===== config.mk =====
export PLATFORM = sky130hd
export DESIGN_NAME = base64_stream_decoder_top
export DESIGN_NICKNAME = d
export VERILOG_FILES = /design/src/hdl/b64d_pkg.sv /design/src/hdl/b64d_decode.sv /design/src/hdl/base64_stream_decoder_top.sv
export SDC_FILE = /design/constraint.sdc
export NUM_CORES = 1
export LEC_CHECK = 0
export ABC_AREA = 1
export BUFFER_PORTS_ARGS = -buffer_cell sky130_fd_sc_hd__buf_2
export CAP_MARGIN = 10
export CORE_ASPECT_RATIO = 0.75
export CORE_MARGIN = 2
export CORE_UTILIZATION = 45
export CTS_BUF_LIST = sky130_fd_sc_hd__clkbuf_4
export CTS_CLUSTER_DIAMETER = 50
export DETAILED_ROUTE_END_ITERATION = 10
export GPL_TIMING_DRIVEN = 1
export PLACE_DENSITY = 0.6
export SYNTH_ARGS = -nofsm -noshare
export SYNTH_HDL_FRONTEND = slang
export SYNTH_HIERARCHICAL = 1
export SYNTH_SLANG_ARGS = --single-unit

===== constraint.sdc =====
create_clock -name clk -period 6.71 [get_ports clk]
set_input_delay 1.342 -clock clk [delete_from_list [all_inputs] [get_ports clk]]
set_output_delay 1.342 -clock clk [all_outputs]
set_load 0.01 [all_outputs]

===== src/hdl/b64d_pkg.sv =====
// shared types, constants and the alphabet lookup for the base64 decoder
// no dependencies
package b64d_pkg;

  localparam int BYTE_W    = 8;
  localparam int COUNT_W   = 16;
  localparam int SEXTET_W  = 6;
  localparam int ACC_W     = 24;
  localparam int GROUP_W   = 2;
  localparam int RES_SLOTS = 3;
  localparam int SLOT_W    = 2;

  localparam logic [COUNT_W-1:0] LIMIT_RESET = 16'hffff;

  // special characters of the alphabet
  localparam logic [BYTE_W-1:0] CH_PLUS  = 8'h2b;
  localparam logic [BYTE_W-1:0] CH_SLASH = 8'h2f;
  localparam logic [BYTE_W-1:0] CH_PAD   = 8'h3d;

  typedef struct packed {
    logic [ACC_W-1:0]   acc;
    logic [GROUP_W-1:0] group_cnt;
    logic [COUNT_W-1:0] out_cnt;
  } dec_state_t;

  typedef struct packed {
    logic [BYTE_W-1:0]  data;
    logic               present;
    logic               done;
    logic [COUNT_W-1:0] count;
  } result_t;

  typedef result_t [RES_SLOTS-1:0] result_vec_t;

  // returns {kept, value}; kept is low for characters outside the alphabet
  function automatic logic [SEXTET_W:0] sextet_of(input logic [BYTE_W-1:0] ch);
    logic [SEXTET_W:0] r;
    r = '0;
    case (ch) inside
      [8'h41:8'h5a]: r = {1'b1, SEXTET_W'(ch - 8'h41)};   // upper case
      [8'h61:8'h7a]: r = {1'b1, SEXTET_W'(ch - 8'h47)};   // lower case, from 26
      [8'h30:8'h39]: r = {1'b1, SEXTET_W'(ch + 8'h04)};   // digits, from 52
      CH_PLUS:       r = {1'b1, 6'd62};
      CH_SLASH:      r = {1'b1, 6'd63};
      CH_PAD:        r = {1'b1, 6'd0};
      default:       r = '0;
    endcase
    return r;
  endfunction

endpackage


===== src/hdl/b64d_decode.sv =====
// one-character decode step: alphabet lookup, group assembly, limit and closing result
// depends on b64d_pkg
module b64d_decode (
  input  logic [b64d_pkg::BYTE_W-1:0]  in_char,
  input  logic                         first_char,
  input  logic                         last_char,
  input  logic [b64d_pkg::COUNT_W-1:0] limit,
  input  b64d_pkg::dec_state_t         st,
  output b64d_pkg::dec_state_t         st_nxt,
  output logic [b64d_pkg::SLOT_W-1:0]  n_res,
  output b64d_pkg::result_vec_t        res
);
  import b64d_pkg::*;

  dec_state_t          s0;
  logic [SEXTET_W:0]   sx;
  logic                kept;
  logic                full;
  logic [ACC_W-1:0]    acc1;
  logic [COUNT_W:0]    c_ext;
  logic [COUNT_W:0]    lim_ext;
  logic                emit1;
  logic                emit2;
  logic [SLOT_W-1:0]   m;

  always_comb begin
    s0 = first_char ? '0 : st;
    sx = sextet_of(in_char);
    kept = (s0.out_cnt < limit) && sx[SEXTET_W];
    acc1 = {s0.acc[ACC_W-SEXTET_W-1:0], sx[SEXTET_W-1:0]};
    full = kept && (s0.group_cnt == 2'd3);

    // bytes of a full group stop once the count meets the limit
    c_ext = {1'b0, s0.out_cnt};
    lim_ext = {1'b0, limit};
    emit1 = full && ((c_ext + 17'd1) < lim_ext);
    emit2 = full && ((c_ext + 17'd2) < lim_ext);
    m = SLOT_W'({1'b0, full} + {1'b0, emit1} + {1'b0, emit2});

    for (int k = 0; k < RES_SLOTS; k++) begin
      res[k].data    = acc1[ACC_W-1-BYTE_W*k -: BYTE_W];
      res[k].present = 1'b1;
      res[k].done    = 1'b0;
      res[k].count   = s0.out_cnt + COUNT_W'(k + 1);
    end

    n_res = m;
    if (last_char) begin
      case (m)
        2'd1:    res[0].done = 1'b1;
        2'd2:    res[1].done = 1'b1;
        2'd3:    res[2].done = 1'b1;
        default: begin
          // nothing decoded here: one closing word with the total
          res[0] = '{data: '0, present: 1'b0, done: 1'b1, count: s0.out_cnt};
          n_res  = 2'd1;
        end
      endcase
    end

    st_nxt.acc       = full ? '0 : (kept ? acc1 : s0.acc);
    st_nxt.group_cnt = full ? '0 : (kept ? s0.group_cnt + 2'd1 : s0.group_cnt);
    st_nxt.out_cnt   = s0.out_cnt + COUNT_W'(m);
  end

endmodule


===== src/hdl/base64_stream_decoder_top.sv =====
// top level of the streaming base64 decoder: input register, decode step, result buffer
// depends on b64d_pkg and b64d_decode
// usage
//   input: in_valid/in_stall carry one character word a cycle; in_first_char opens a
//   message (clears group and byte count), in_last_char closes it
//   output: out_valid/out_stall carry one result word per decoded byte; the last word
//   of a message has out_message_done set and the total count
//   cfg_wr_en/cfg_wr_data set the byte limit per message; write only when idle
// timing
//   a character is registered at acceptance and decoded in the next cycle; its results
//   go into the result buffer as it advances; one character is taken every cycle unless
//   in_stall is up; a group-completing character puts up to three words in the buffer,
//   which drains one a cycle unless out_stall is up; a closing word right behind it holds
//   the input until the buffer is free, and characters with no result never wait
// reset
//   synchronous, active low: empties the input register and the result buffer,
//   clears group state and count, limit back to 65535
// stall
//   a stalled output holds its word; the input stalls once the held character
//   cannot move into the result buffer
module base64_stream_decoder_top (
  input  logic                         clk,
  input  logic                         rst_n,
  // character input
  input  logic                         in_valid,
  output logic                         in_stall,
  input  logic [b64d_pkg::BYTE_W-1:0]  in_char,
  input  logic                         in_first_char,
  input  logic                         in_last_char,
  // decoded output
  output logic                         out_valid,
  input  logic                         out_stall,
  output logic [b64d_pkg::BYTE_W-1:0]  out_byte,
  output logic                         out_byte_present,
  output logic                         out_message_done,
  output logic [b64d_pkg::COUNT_W-1:0] out_bytes_written,
  // limit register
  input  logic                         cfg_wr_en,
  input  logic [b64d_pkg::COUNT_W-1:0] cfg_wr_data
);
  import b64d_pkg::*;

  // input register
  logic                 in_vld_r;
  logic [BYTE_W-1:0]    char_r;
  logic                 first_r;
  logic                 last_r;

  // decode state and limit
  dec_state_t           st_r;
  dec_state_t           st_nxt;
  logic [COUNT_W-1:0]   limit_r;

  // result buffer, slot 0 drives the output
  result_vec_t          buf_r;
  result_vec_t          buf_nxt;
  logic [SLOT_W-1:0]    cnt_r;
  logic [SLOT_W-1:0]    cnt_nxt;

  result_vec_t          dec_res;
  logic [SLOT_W-1:0]    dec_n;

  logic                 in_acc;
  logic                 out_acc;
  logic                 room;
  logic                 adv;

  b64d_decode u_decode (
    .in_char    (char_r),
    .first_char (first_r),
    .last_char  (last_r),
    .limit      (limit_r),
    .st         (st_r),
    .st_nxt     (st_nxt),
    .n_res      (dec_n),
    .res        (dec_res)
  );

  assign out_valid = (cnt_r != '0);
  assign out_acc   = out_valid && !out_stall;
  // buffer is free for a new batch when empty or its last word leaves now
  assign room      = (cnt_r == '0) || ((cnt_r == 2'd1) && out_acc);
  // characters with no result never wait for the buffer
  assign adv       = in_vld_r && ((dec_n == '0) || room);
  assign in_stall  = in_vld_r && !adv;
  assign in_acc    = in_valid && !in_stall;

  always_comb begin
    buf_nxt = buf_r;
    cnt_nxt = cnt_r;
    if (adv && (dec_n != '0)) begin
      buf_nxt = dec_res;
      cnt_nxt = dec_n;
    end else if (out_acc) begin
      // shift the queue down one slot
      for (int k = 0; k < RES_SLOTS - 1; k++) begin
        buf_nxt[k] = buf_r[k+1];
      end
      cnt_nxt = cnt_r - 2'd1;
    end
  end

  // control state
  always_ff @(posedge clk) begin
    if (!rst_n) begin
      in_vld_r <= 1'b0;
      cnt_r    <= '0;
      st_r     <= '0;
      limit_r  <= LIMIT_RESET;
    end else begin
      if (in_acc) begin
        in_vld_r <= 1'b1;
      end else if (adv) begin
        in_vld_r <= 1'b0;
      end
      cnt_r <= cnt_nxt;
      if (adv) begin
        st_r <= st_nxt;
      end
      if (cfg_wr_en) begin
        limit_r <= cfg_wr_data;
      end
    end
  end

  // payload, no reset
  always_ff @(posedge clk) begin
    if (in_acc) begin
      char_r  <= in_char;
      first_r <= in_first_char;
      last_r  <= in_last_char;
    end
    buf_r <= buf_nxt;
  end

  assign out_byte          = buf_r[0].data;
  assign out_byte_present  = buf_r[0].present;
  assign out_message_done  = buf_r[0].done;
  assign out_bytes_written = buf_r[0].count;

endmodule


Word-level counts from Yosys, hierarchy flattened. Cells that the tools add are included.

Input port bits: 31. Register bits: 141.

Add/sub/neg operators: 13. Muxes and demuxes: 26. Eq/ne operators: 8. Reductions and logical operators: 26. $lt $le $gt $ge: 9.

Operators by type and width (number): $mux W52 (2); $mux W7 (6); $mux W18 (2); $mux W36 (1); $lt A17 B16 Y1 (2); $add A16 B2 Y16 const B (2); $mux W26 (1); $eq A8 B6 Y1 const B (3); $add A16 B1 Y17 const B (1); $add A16 B2 Y17 const B (1); $add A16 B1 Y16 const B (1); $add A16 B2 Y16 (1); $ge A8 B7 Y1 const B (2); $le A8 B7 Y1 const B (2); $lt A16 B16 Y1 (1); $mux W16 (1); $logic_and A1 B1 Y1 (13); $mux W2 (6); $mux W9 (1); $ge A8 B6 Y1 const B (1); $le A8 B6 Y1 const B (1); $reduce_bool A2 Y1 (4); $add A6 B3 Y6 const B (1); $eq A2 B2 Y1 const B (3); other kinds (13) (23).

Longest topological paths before layout. Gate-level depths: netlist of run 1.

Depth in word-level cells: 24. Mapped depth: 33. Gate-level depth less buffers: 30.

Modules after synthesis. The synthesis of run 1 kept the hierarchy.

By module, submodules not included: base64_stream_decoder_top (cells each 575, times used 1, area an instance 5716.7 µm², sequential area each 3863.7 µm²); b64d_decode (cells each 640, times used 1, area an instance 3817.4 µm², sequential area each 0.0 µm²).

Worst setup path before layout of run 1. No wires, ideal clock.

Kind: register to register. Start point: register first_r. End point: register buf_r[26] in the netlist's numbering, enable pin. Required time: 6299 ps. Stages on the path, launching flop included: 29. Arrival: 4628 ps. Slack: 1671 ps. Path through: edfxtp_1 > buf_6 > inv_8 > buf_6 > nand2_1 > inv_1 > ha_1 > inv_1 > nor2_1 > nand2_1 > nor2_1 > xor2_1 > ha_1 > nand2_1 > nor2_1 > a211oi_1 > nor2_1 > nor2_1 > nand3_1 > nor2_1 > ha_1 > inv_1 > nand2_2 > inv_2 > nor2_1 > inv_1 > nand2_1 > nand3_1 > nand2_1.

Cells in the longest elaborated chain, start to end: 16.

RTL lines: from (decl) (line base64_stream_decoder_top.sv:46) `logic first_r;`; from (signal assigned) (line base64_stream_decoder_top.sv:130) `first_r <= in_first_char;`; $mux W36 * (line b64d_decode.sv:27) `s0 = first_char ? '0 : st;`; branches (longest 5 deep; another with $add A16 B1 Y17); $add A2 B1 Y2 * (line b64d_decode.sv:38) `m = SLOT_W'({1'b0, full} + {1'b0, emit1} + {1'b0, emit2});`; $eq A2 B1 Y1 or $eq A2 B2 Y1 (tied branches) (line b64d_decode.sv:49) `case (m)`; $reduce_or A3 Y1 (no line); $mux W2 (line b64d_decode.sv:49); $mux W2 * (line b64d_decode.sv:48) `if (last_char) begin`; net dec_n[1] (line base64_stream_decoder_top.sv:61) `logic [SLOT_W-1:0] dec_n;`; $logic_not A2 Y1 (line base64_stream_decoder_top.sv:84) `assign adv = in_vld_r && ((dec_n == '0) || room);`; $logic_or A1 B1 Y1 (line base64_stream_decoder_top.sv:84); $logic_and A1 B1 Y1 (line base64_stream_decoder_top.sv:84); $logic_and A1 B1 Y1 * (line base64_stream_decoder_top.sv:91) `if (adv && (dec_n != '0)) begin`; $reduce_bool A2 Y1 (no line) *; to (signal assigned) (line base64_stream_decoder_top.sv:133) `buf_r <= buf_nxt;`; to (decl) (line base64_stream_decoder_top.sv:55) `result_vec_t buf_r;`.

Mark *: on every way through the listed nets, which the timed path passes. A chain may end at the register's enable or synchronous reset.

Worst setup path after layout of run 1.
Start point: register first_r. End point: output port in_stall.

Cells in the longest elaborated chain, start to end: 16.

RTL lines: $mux W36 * (line b64d_decode.sv:27); branches (longest 5 deep; another with $add A16 B1 Y17); $add A2 B1 Y2 * (line b64d_decode.sv:38); $eq A2 B1 Y1 or $eq A2 B2 Y1 (tied branches) (line b64d_decode.sv:49); $reduce_or A3 Y1 (no line); $mux W2 (line b64d_decode.sv:49); $mux W2 * (line b64d_decode.sv:48); net dec_n[1] (line base64_stream_decoder_top.sv:61); $logic_not A2 Y1 * (line base64_stream_decoder_top.sv:84); $logic_or A1 B1 Y1 * (line base64_stream_decoder_top.sv:84); $logic_and A1 B1 Y1 * (line base64_stream_decoder_top.sv:84); $logic_not A1 Y1 * (line base64_stream_decoder_top.sv:85) `assign in_stall = in_vld_r && !adv;`; $logic_and A1 B1 Y1 * (line base64_stream_decoder_top.sv:85); to (decl) (line base64_stream_decoder_top.sv:26) `output logic in_stall,`.

Marked as above.

==> flow_summary.toml, run 1 <==
[layout]
final_cell_area_um2 = 9861
mostFrequentLayoutCell = "nand2_1"
drive_above_1_share_pct = 13.76
layout.nets = 1295
area_growth_pct = 6.270
final_cell_mix = "nand2_1, nor2_1, inv_1"
instances_no_fill = 1474

[timing]
setup_viol_count_final = 0
clock.fmax_mhz = 159.6
skew_ns = 0.01760
slew_headroom_pct = 29.89
finalMaxSlewViolations = 0
min_period_ns = 6.265
period_share_pct = 93.37
fin_hold_ws_ns = 0.4746
worst_pin_slew_ns = 1.052
setup_tns_ns = 0
finalHoldViolCount = 0

[floorplan]
initial_core_util_pct = 45.91
core_um2 = 20210
die_y_um = 128.4
die_area_um2 = 21800
ios = 59
rows = 45
die_w_um = 169.8

[grt]
antenna_found_initial = 1
grt_pass1_wl_um = 37030
overflow = 0
grt_usage_pct = 22.28
first_global_vias = 6544
grt_max_degree = 58

[pwr]
max-vdd-ir-drop_v = 0.0001213
p_leak_nw = 4.741
powerDensity_nw_per_um2 = 223.4

[routing]
viasPerCell = 5.080
drc_errors = 0
route.met3.wl_um = 1957
drt_wl_total_um = 23420
first_pass_iters = 5
met2WireLength_um = 8632
ant_nets = 0
drtIter0Drc = 715
wl_per_cell_um = 15.89
top_layer = "met4"
wl_met1_um = 12670
route.vias.total = 7488

[placement]
dp_hpwl_um = 17040
place_area_um2 = 9497
dp_cells = 1435
io_buffer_count = 58
globalplace.congestion = 0.9228

[outcome]
run_status = "completed"

[cts]
cts-buffers-inserted = 17
h-tree-depth = 4
root_buffer = "clkbuf_4"
clk_pin_slew_worst_paths_ns = 0.13
clkLatencyLatePin_ns = 0.58
cts_tree = "built"
clock_sinks = 143
clock_path_buffers = 2

[worst_setup_path]
crit_buf_inv = 9
arrival_ns = 4.92
start_kind = "flip-flop"
slowest_stage = "edfxtp_1"
cp-end-kind = "output port"
slowest_delay_ns = 0.57
crit_path_frequent_cell = "nor2_1"
worstSetupPathType = "reg2out"
cp_top_family = "simple AND/OR/NAND/NOR gates"
cp.required_ns = 5.37
crit_fanout = 8

[yosys]
syn-instance-count = 1179
syn_area_um2 = 9279
avgSynthCellArea_um2 = 7.870
synth_warnings = 6

[min_path]
hold_path_class = "reg2reg"

[job]
drv_cap = 0
report_power, final:
group          total (mW)  leakage, nW  switching (mW)  internal [mW]
registers            1.11         1.28          0.0462           1.06
clock network       0.607        0.168           0.372          0.235
logic               0.489         3.29           0.336          0.153
metrics by stage:
step	utilization, %	power, mW	setup slack [ns]
2_1_floorplan	-	1.498	1.671
3_3_place_gp	46.98	1.606	0.9622
3_5_place_dp	46.98	1.610	0.8894
4_1_cts	48.50	2.216	0.2089
5_1_grt	48.78	2.337	-0.02015
6_report	48.78	2.202	0.4449
tightest hold or removal path: cells and delay by family (launching register included):
family        cells  cell delay, ns
flops             1            0.35
simple gates      2            0.10
metal layers:
layer  vias to the layer above  GRT usage, %
met4                         0         4.776
li1                       3815             -
met1                      3384         37.34
met2                       275         28.19
met3                        14         4.768
met5                         -             0
final timing paths:
| path | startpoint | endpoint | slack, ns | depth (start not counted) |
|---|---|---|---|---|
| worst min register to register | limit_r[7]$_SDFFE_PN1P_ | limit_r[7]$_SDFFE_PN1P_ | 0.47 | 2 |
| worst max-delay path | first_r$_DFFE_PP_ | in_stall | 0.44 | 29 |
| worst min-delay path | limit_r[7]$_SDFFE_PN1P_ | limit_r[7]$_SDFFE_PN1P_ | 0.47 | 2 |
| worst max register to register | first_r$_DFFE_PP_ | buf_r[35]$_DFFE_PP_ | 1.21 | 32 |
state kept, by name, indices dropped and copies added, names as in the netlist:
register and count:
out_bytes_written 16, buf_r 52, out_byte_present 1, char_r 8, out_byte 8, first_r 1
in_vld_r 1, limit_r 16, out_message_done 1, st_r 36, cnt_r 2, last_r 1
repair_timing:
action	CTS	global route
hold buffers	0	0
setup endpoints to repair	0	1
gates resized for setup	0	3
buffers inserted	0	5
cell type report:
class	instances	area (um2)
fillers	1996	10350
multi-input cells	846	4628
flip-flops and latches	143	3744
inverters	123	474.2
repair buffers	70	380.4
well taps	258	322.8
clock inverters	15	178.9
clock buffers	17	127.6
diodes	2	5.005
Power figures use the tool's default switching activity.
==> run 2: changes to the inputs <==
--- a/config.mk
+++ b/config.mk
@@ -10,12 +10,12 @@
 export CAP_MARGIN = 10
 export CORE_ASPECT_RATIO = 0.75
 export CORE_MARGIN = 2
-export CORE_UTILIZATION = 45
+export CORE_UTILIZATION = 60
 export CTS_BUF_LIST = sky130_fd_sc_hd__clkbuf_4
 export CTS_CLUSTER_DIAMETER = 50
 export DETAILED_ROUTE_END_ITERATION = 10
-export GPL_TIMING_DRIVEN = 1
-export PLACE_DENSITY = 0.6
+export GPL_TIMING_DRIVEN = 0
+export PLACE_DENSITY = 0.77
 export SYNTH_ARGS = -nofsm -noshare
 export SYNTH_HDL_FRONTEND = slang
 export SYNTH_HIERARCHICAL = 1
==> flow_summary.toml, run 2 (synthesis gave the netlist of run 1 again) <==
[pwr]
p_leak_nw = 4.968
p_switching_uw = 722.7
power.share.clock_pct = 27.4
netSwitchingFraction_pct = 32.14
p_int_mw = 1.526
combPwrFrac_pct = 23.6
p_total_mw = 2.249
powerDensity_nw_per_um2 = 220.9
power_frac_seq_pct = 49.0
max-vdd-ir-drop_v = 0.0002076

[grt]
grt_pass1_wl_um = 35460
first_global_vias = 6837
antenna_found_initial = 0
grt_usage_pct = 27.92
overflow = 0
grt_max_degree = 36

[routing]
ant_nets = 0
wl_per_cell_um = 14.89
viasPerCell = 5.205
drt_wl_total_um = 21950
drc_errors = 0
drtIter0Drc = 766
first_pass_iters = 5
route.vias.total = 7672

[layout]
area_growth_pct = 9.709
largestRegisters = "buf_r x52, st_r x36"
drive_above_1_share_pct = 16.94
regMostFlops = "buf_r"
nFillCells = 1297
largest_reg_flops = 52
num_antenna_cells = 0
mostFrequentLayoutCell = "nand2_1"
layout.nets = 1350
final_cell_mix = "nand2_1, nor2_1, inv_1"

[timing]
fin_hold_ws_ns = 0.4699
clock.fmax_mhz = 155.1
min_period_ns = 6.446
worst_pin_slew_ns = 0.6172
skew_ns = 0.02902
finalWorstSetupSlack_ns = 0.2641
setup_tns_ns = 0
setup_viol_count_final = 0
finalHoldViolCount = 0
rsz0062_at_grt = "no"
finalMaxSlewViolations = 0
period_share_pct = 96.06
slew_headroom_pct = 58.42

[floorplan]
die_w_um = 147.6
core_um2 = 15180
initial_core_util_pct = 61.14
rows = 39
ios = 59
die_area_um2 = 16490
die_y_um = 111.7

[cts]
clock_sinks = 143
clock_path_buffers = 2
cts_tree = "built"
clkLatencyLatePin_ns = 0.59
root_buffer = "clkbuf_4"
h-tree-depth = 4
cts-buffers-inserted = 17
postCtsSetupBuffers = 0
clk_pin_slew_worst_paths_ns = 0.13

[worst_setup_path]
cp-end-kind = "output port"
worstSetupPathType = "reg2out"
start_kind = "flip-flop"
crit_fanout = 10
cp.required_ns = 5.37
arrival_ns = 5.10

[placement]
dp_hpwl_um = 17230
io_buffer_count = 56
globalplace.congestion = 0.9424
place_ws_ns = 0.5417

[min_path]
hold_path_class = "reg2reg"

[outcome]
run_status = "completed"

[job]
drv_cap = 0
## run 2: timing repair
item | 4_1_cts | 5_1_grt
setup endpoints to repair | 1 | 1
gates resized for setup | 1 | 6
hold buffers | 0 | 0
## run 2: final timing paths
kind / startpoint / endpoint / slack, ns / depth (start not counted)
setup / recovery: first_r$_DFFE_PP_ / in_stall / 0.26 / 25
hold / removal: limit_r[2]$_SDFFE_PN1P_ / limit_r[2]$_SDFFE_PN1P_ / 0.47 / 2
setup reg to reg: first_r$_DFFE_PP_ / out_bytes_written[8]$_DFFE_PP_ / 1.17 / 25
hold reg to reg: limit_r[2]$_SDFFE_PN1P_ / limit_r[2]$_SDFFE_PN1P_ / 0.47 / 2
## run 2: per-layer routing
layer	wire length [um]	global-route usage, %	vias up	part of all wire, %
li1	-	-	3933	-
met1	10990	44.33	3397	50
met2	8512	37.80	317	39
met3	2119	6.434	25	9.7
met4	325	7.500	0	1.5
met5	0	0	-	0
## run 2: worst max-delay path: stages (launching register included)
cell and delay, ns:
edfxtp_1 0.41, buf_6 0.17, nor2_4 0.28, nand2_1 0.26
nor2_1 0.22, nand3_1 0.20, nor2_1 0.17, xor2_1 0.43
ha_1 0.34, a21oi_1 0.15, nor2_1 0.06, a211oi_1 0.24
nor2_1 0.08, nor2_1 0.16, nand3_1 0.11, nor2_1 0.11
ha_1 0.16, inv_1 0.05, nand2_2 0.11, inv_2 0.05
nor2_1 0.19, inv_1 0.06, nand2_1 0.13, nand4_1 0.16
inv_1 0.08, buf_2 0.12
## run 2: per-stage QoR
stage	cell area [um2]	util [%]	cells
floorplan	9283	-	1180
global placement	9819	64.70	1441
detailed placement	9842	64.85	1442
CTS	10160	66.96	1474
global route	10180	67.08	1474
finish	10180	67.08	1474
## run 2: power groups by stage
stage | Combinational [mW] | Clock (mW) | Sequential [mW]
final | 0.531 | 0.615 | 1.10
after global routing | 0.596 | 0.658 | 1.12
after CTS | 0.525 | 0.624 | 1.10
after detailed placement | 0.522 | 0 | 1.12
after global placement | 0.506 | 0 | 1.13
after floorplan | 0.380 | 0 | 1.12
## run 2: area by class of cell
cell class                      count  area (um2)  area share, %
Clock buffer                       18       135.1          1.327
Sequential cell                   143        3744          36.77
Tap cell                          205       256.5          2.520
Buffer                             68       459.2          4.511
Clock inverter                     14       182.7          1.794
Timing Repair Buffer               57       300.3          2.950
Multi-Input combinational cell    846        4633          45.51
Inverter                          123       469.2          4.609
